===== config.mk =====
export PLATFORM = sky130hd
export DESIGN_NAME = ckx_core
export DESIGN_NICKNAME = d
export VERILOG_FILES = /design/src/hw/rtl/ckx_pkg.sv /design/src/hw/rtl/ckx_qr_lane.sv /design/src/hw/rtl/ckx_core.sv
export SDC_FILE = /design/constraint.sdc
export NUM_CORES = 2
export LEC_CHECK = 0
export ABC_AREA = 0
export BUFFER_PORTS_ARGS = -buffer_cell sky130_fd_sc_hd__buf_4
export CAP_MARGIN = 10
export CORE_MARGIN = 2
export CORE_UTILIZATION = 25
export CTS_BUF_LIST = sky130_fd_sc_hd__clkbuf_4
export DETAILED_ROUTE_END_ITERATION = 6
export GPL_TIMING_DRIVEN = 0
export PLACE_DENSITY = 0.39
export REMOVE_ABC_BUFFERS = 1
export SKIP_LAST_GASP = 1
export SYNTH_ARGS = -nofsm -noshare
export SYNTH_HDL_FRONTEND = slang
export SYNTH_SLANG_ARGS = --single-unit

===== constraint.sdc =====
create_clock -name clk -period 45.2 [get_ports clk]
set_clock_uncertainty 0.2 [all_clocks]
set_input_delay 4.52 -clock clk [delete_from_list [all_inputs] [get_ports clk]]
set_output_delay 4.52 -clock clk [all_outputs]
set_load 0.005 [all_outputs]

===== src/hw/rtl/ckx_pkg.sv =====
// Shared types and constants for the ChaCha keystream XOR unit.
// Holds the sigma words, register indexes, the block set-up struct and the state enums.
// No dependencies.
package ckx_pkg;

  localparam logic [31:0] SIGMA_WORD0 = 32'h6170_7865;
  localparam logic [31:0] SIGMA_WORD1 = 32'h3320_646e;
  localparam logic [31:0] SIGMA_WORD2 = 32'h7962_2d32;
  localparam logic [31:0] SIGMA_WORD3 = 32'h6b20_6574;

  localparam int unsigned CFG_INDEX_W = 3;
  localparam int unsigned CFG_DATA_W  = 64;
  localparam int unsigned TDATA_W     = 40;

  localparam logic [CFG_INDEX_W-1:0] REG_KEY_01     = 3'd0;
  localparam logic [CFG_INDEX_W-1:0] REG_KEY_23     = 3'd1;
  localparam logic [CFG_INDEX_W-1:0] REG_KEY_45     = 3'd2;
  localparam logic [CFG_INDEX_W-1:0] REG_KEY_67     = 3'd3;
  localparam logic [CFG_INDEX_W-1:0] REG_CTR_NONCE  = 3'd4;
  localparam logic [CFG_INDEX_W-1:0] REG_NONCE_HI   = 3'd5;
  localparam logic [CFG_INDEX_W-1:0] REG_ROUNDS     = 3'd6;
  localparam logic [CFG_INDEX_W-1:0] REG_WORD_ORDER = 3'd7;

  // Everything the block function needs to build its initial state.
  typedef struct packed {
    logic [7:0][31:0] key;
    logic [31:0]      counter;
    logic [2:0][31:0] nonce;
    logic [3:0]       double_rounds;
  } blk_cfg_t;

  // The four add, xor and rotate steps of one quarter round.
  typedef enum logic [1:0] {
    QR_STEP_A,
    QR_STEP_B,
    QR_STEP_C,
    QR_STEP_D
  } qr_step_t;

  typedef enum logic [1:0] {
    CORE_IDLE,
    CORE_ROUND,
    CORE_ADD,
    CORE_DONE
  } core_state_t;

  typedef enum logic [1:0] {
    TOP_IDLE,
    TOP_GEN,
    TOP_EMIT
  } top_state_t;

endpackage


===== src/hw/rtl/ckx_qr_lane.sv =====
// One lane of the shared quarter-round unit: a single add, xor and rotate step.
// Depends on ckx_pkg for the step code.
module ckx_qr_lane (
  input  ckx_pkg::qr_step_t step,
  input  logic [31:0]       x,
  input  logic [31:0]       y,
  input  logic [31:0]       z,
  output logic [31:0]       x_out,
  output logic [31:0]       z_out
);

  logic [31:0] mix;

  assign x_out = x + y;
  assign mix   = z ^ x_out;

  always_comb begin
    unique case (step)
      ckx_pkg::QR_STEP_A: z_out = {mix[15:0], mix[31:16]};
      ckx_pkg::QR_STEP_B: z_out = {mix[19:0], mix[31:20]};
      ckx_pkg::QR_STEP_C: z_out = {mix[23:0], mix[31:24]};
      ckx_pkg::QR_STEP_D: z_out = {mix[24:0], mix[31:25]};
    endcase
  end

endmodule


===== src/hw/rtl/ckx_core.sv =====
// ChaCha block function: sixteen state words, four quarter-round lanes and their sequencer.
// Depends on ckx_pkg and ckx_qr_lane.
module ckx_core (
  input  logic              clk,
  input  logic              rst,
  input  logic              go,
  input  ckx_pkg::blk_cfg_t cfg,
  output logic              done,
  output logic [15:0][31:0] words
);

  ckx_pkg::core_state_t state, state_next;
  ckx_pkg::qr_step_t    step;
  logic                 diag;
  logic [3:0]           dr_cnt;
  logic                 last_step;

  logic [15:0][31:0] init;
  logic [15:0][31:0] w_round;
  logic [3:0][31:0]  a_in, b_in, c_in, d_in;
  logic [3:0][31:0]  x_in, y_in, z_in, x_res, z_res;
  logic [3:0][31:0]  a_new, b_new, c_new, d_new;

  assign init = {cfg.nonce, cfg.counter, cfg.key, ckx_pkg::SIGMA_WORD3, ckx_pkg::SIGMA_WORD2,
                 ckx_pkg::SIGMA_WORD1, ckx_pkg::SIGMA_WORD0};

  // Lane j works on column j, or in a diagonal round on the diagonal that starts at word j.
  // Even steps update a and d, odd steps update c and b.
  for (genvar j = 0; j < 4; j++) begin : g_lane
    localparam int unsigned GB = (j + 1) % 4;
    localparam int unsigned GC = (j + 2) % 4;
    localparam int unsigned GD = (j + 3) % 4;

    assign a_in[j] = words[j];
    assign b_in[j] = diag ? words[4 + GB]  : words[4 + j];
    assign c_in[j] = diag ? words[8 + GC]  : words[8 + j];
    assign d_in[j] = diag ? words[12 + GD] : words[12 + j];

    assign x_in[j] = step[0] ? c_in[j] : a_in[j];
    assign y_in[j] = step[0] ? d_in[j] : b_in[j];
    assign z_in[j] = step[0] ? b_in[j] : d_in[j];

    ckx_qr_lane u_lane (
      .step  (step),
      .x     (x_in[j]),
      .y     (y_in[j]),
      .z     (z_in[j]),
      .x_out (x_res[j]),
      .z_out (z_res[j])
    );

    assign a_new[j] = step[0] ? a_in[j]  : x_res[j];
    assign b_new[j] = step[0] ? z_res[j] : b_in[j];
    assign c_new[j] = step[0] ? x_res[j] : c_in[j];
    assign d_new[j] = step[0] ? d_in[j]  : z_res[j];

    // Word j of each row goes back from the lane that read it.
    assign w_round[j]      = a_new[j];
    assign w_round[4 + j]  = diag ? b_new[GD] : b_new[j];
    assign w_round[8 + j]  = diag ? c_new[GC] : c_new[j];
    assign w_round[12 + j] = diag ? d_new[GB] : d_new[j];
  end

  assign last_step = (step == ckx_pkg::QR_STEP_D) && diag &&
                     (({1'b0, dr_cnt} + 5'd1) == {1'b0, cfg.double_rounds});

  always_ff @(posedge clk) begin
    if (rst) begin
      state  <= ckx_pkg::CORE_IDLE;
      step   <= ckx_pkg::QR_STEP_A;
      diag   <= 1'b0;
      dr_cnt <= 4'd0;
    end else begin
      state <= state_next;
      if (state == ckx_pkg::CORE_ROUND) begin
        step <= ckx_pkg::qr_step_t'(step + 2'd1);
        if (step == ckx_pkg::QR_STEP_D) begin
          diag <= ~diag;
          if (diag) begin
            dr_cnt <= dr_cnt + 4'd1;
          end
        end
      end else begin
        step   <= ckx_pkg::QR_STEP_A;
        diag   <= 1'b0;
        dr_cnt <= 4'd0;
      end
    end
  end

  always_ff @(posedge clk) begin
    unique case (state)
      ckx_pkg::CORE_IDLE: begin
        if (go) begin
          words <= init;
        end
      end
      ckx_pkg::CORE_ROUND: begin
        words <= w_round;
      end
      ckx_pkg::CORE_ADD: begin
        for (int i = 0; i < 16; i++) begin
          words[i] <= words[i] + init[i];
        end
      end
      ckx_pkg::CORE_DONE: begin
      end
    endcase
  end

  always_comb begin
    state_next = state;
    done       = 1'b0;
    unique case (state)
      ckx_pkg::CORE_IDLE: begin
        if (go) begin
          state_next = (cfg.double_rounds == 4'd0) ? ckx_pkg::CORE_ADD : ckx_pkg::CORE_ROUND;
        end
      end
      ckx_pkg::CORE_ROUND: begin
        if (last_step) begin
          state_next = ckx_pkg::CORE_ADD;
        end
      end
      ckx_pkg::CORE_ADD: begin
        state_next = ckx_pkg::CORE_DONE;
      end
      ckx_pkg::CORE_DONE: begin
        state_next = ckx_pkg::CORE_IDLE;
        done       = 1'b1;
      end
    endcase
  end

endmodule


==> flow_metrics.py <==
metrics = {
    "outcome": {
        "outcome": "finished, violations left",
        "violations": "DRC, capacitance limit, slew limit",
    },
    "clock_tree": {
        "cts-htree-levels": 4,
        "ctsResizeCount": 0,
        "cts_buffers": 205,
        "cts_setup_buffers": 0,
        "cts_tree": "done",
        "cts_root_buf": "clkbuf_4",
        "clk_latency_ns": 1.43,
        "clock_sinks": 521,
        "clock_path_buffers": 4,
        "path_clk_slew_ns": 0.05,
        "hold_buffers": 0,
    },
    "timing": {
        "finalSetupTns_ns": 0,
        "rsz0062_at_grt": "no",
        "post-route-period-util_pct": 20.07,
        "worst-slew-pin-transition_ns": 1.511,
        "finalSetupViolCount": 0,
        "hold_viol": 0,
        "slew_headroom_pct": -0.7003,
        "maxSlewViolCount": 4,
        "fmax_mhz": 110.2,
        "post-route-min-period_ns": 9.073,
    },
    "worst_setup_path": {
        "r2r-start": "step[0]$_SDFF_PP0_",
        "r2r_slack_ns": 36.13,
        "start_kind": "flop",
        "crit_type": "reg -> reg",
        "crit_path_end_kind": "flop",
        "critPathArrivalTime_ns": 10.02,
        "crit_required_ns": 46.14,
        "ff2ff_path_depth": 20,
        "reg2reg_to": "words[226]$_DFFE_PP_",
        "path_max_fanout": 71,
    },
    "finish": {
        "multi_input_area_um2": 52930,
        "area_growth_pct": 21.94,
        "drive_gt1_share_pct": 19.36,
        "final.fill_count": 29967,
        "seq_area_um2": 15560,
        "final_common_cell": "buf_4",
        "final_cell_mix": "buf_4 (922), a21oi_1 (917), nor2_1 (897)",
        "layout.nets": 10077,
        "final_util_pct": 30.63,
    },
    "floorplan": {
        "start_util_pct": 25.12,
        "die_area_um2": 287900,
        "rows": 195,
        "fp.dieW_um": 536.6,
        "die_h_um": 536.6,
        "ios": 904,
        "core_area_um2": 282300,
    },
    "place": {
        "port_buffers": 903,
        "place_hpwl_um": 404800,
        "gp_congestion": 0.9779,
    },
    "global_routing": {
        "grt_usage_pct": 33.24,
        "grt-ovfl-total": 0,
        "grt_pass1_wl_um": 658300,
        "antenna_found_initial": 84,
        "grt_pass1_vias": 74736,
        "grt_max_degree": 100,
    },
    "hold_path": {
        "hold_path.class": "reg -> reg",
        "hold_depth": 2,
        "min_from": "dr_cnt[1]$_SDFFE_PP0P_",
        "min_to": "dr_cnt[1]$_SDFFE_PP0P_",
    },
    "yosys": {
        "ys_dominant_reg_cell": "edfxtp_1",
        "seq_area_frac_synth_pct": 21.93,
        "synth_cells": 8443,
        "synth_edf_count": 512,
        "syn_area_um2": 70920,
        "netlist_top_cells_area": "edfxtp_1 (22%), ha_1 (9.0%), mux4_2 (7.3%)",
        "ys_async_sr_fraction_pct": 0,
        "syn_avg_cell_area_um2": 8.399,
        "synth_seq_cells": 521,
        "synthDistinctLibCells": 95,
        "yosysTopAreaCell": "edfxtp_1",
        "synth.top_cell.area_share_pct": 21.68,
        "yosysWarningCount": 0,
    },
    "drt": {
        "wire_per_inst_um": 38.28,
        "vias": 80687,
        "vias_per_cell": 6.164,
        "drtAntennaViolNets": 0,
        "drt_iter0_drc": 10117,
        "first_pass_iters": 7,
        "drt_wl_total_um": 501100,
        "drt_drc_violations_left": 2,
    },
    "job": {
        "cap_violations": 1,
    },
}
layer usage:
metal,GRT usage [%],vias up,part of all wire (%)
met5,0,-,0.076
met4,17.12,58,5.8
met3,6.941,844,9.6
met2,48.80,4791,42
met1,45.62,40673,43
li1,-,34321,-
kinds of logic after synthesis:
logic type	share of synthesized area (%)
mux	11.80
compound gates	29.33
simple gates	14.73
fa+ha+maj	9.432
buf+inv	3.957
flops	21.93
xor+xnor	8.820
worst max-delay path by stage:
stage	from	endpoint	slack [ns]	depth (start not counted)
detailed placement	cfg[100]	words[414]$_DFFE_PP_	35.13	15
global placement	step[0]$_SDFF_PP0_	words[127]$_DFFE_PP_	-60.88	3
floorplan	step[0]$_SDFF_PP0_	words[177]$_DFFE_PP_	1.07	8
global route	step[0]$_SDFF_PP0_	words[133]$_DFFE_PP_	36.12	19
CTS	step[0]$_SDFF_PP0_	words[133]$_DFFE_PP_	36.38	19
finish	step[0]$_SDFF_PP0_	words[226]$_DFFE_PP_	36.13	20
stage by stage:
step	worst slack, ns	instance area, um^2	cells	hold WS (ns)
2_1_floorplan	1.070	68760	7889	0.2532
3_3_place_gp	-60.88	80220	12535	0.2751
3_5_place_dp	35.13	83820	12692	0.2845
4_1_cts	36.38	86320	13041	0.2911
5_1_grt	36.12	86400	13061	0.3153
6_report	36.13	86470	13090	0.2916
synth_stat cells (75+ instances only):
master and count:
a211oi_1 139, a21o_1 206, a21oi_1 917, a221o_1 123
a221oi_1 161, a31oi_1 101, and3_1 77, clkbuf_1 426
edfxtp_1 512, ha_1 509, inv_1 172, mux2i_1 260
mux4_2 231, nand2_1 643, nand2b_1 80, nand3_1 140
nor2_1 919, nor2b_1 75, nor3_1 122, o211ai_1 94
o21a_1 97, o21ai_0 546, o221ai_1 91, xnor2_1 372
xor2_1 300
flip-flops by register name, summed over array words and instances (netlist names):
register / flops
state: 2
dr_cnt: 4
diag: 1
step: 2
words: 512
worst max-delay path, cell delays in order, from the launching register on:
cell and delay [ns]:
dfxtp_4 0.44, buf_16 0.23, buf_16 0.29, inv_8 0.30, buf_16 0.32, nor2_1 0.10, o31ai_1 0.72, ha_1 0.40
o21ai_0 0.11, nor2b_1 0.39, a2111oi_0 0.15, buf_2 0.21, o21a_1 0.21, or2_1 0.34, a221o_1 0.44, xor2_1 0.68
xor2_1 0.99, a221oi_1 0.18, a22oi_1 1.16, nand2_1 0.37, o221ai_1 0.27
area by class of cell:
type                            instances  area share [%]
Multi-Input combinational cell       7195           61.21
Sequential cell                       521           18.00
Timing Repair Buffer                 1065           11.56
Tap cell                             3743           5.416
Clock buffer                          301           2.613
Inverter                              173          0.7915
Clock inverter                         48          0.2836
Antenna cell                           44          0.1273
Power is left out: the tool's default activity adds up to more than one toggle a clock period on the data nets, which glitch-free logic cannot reach.
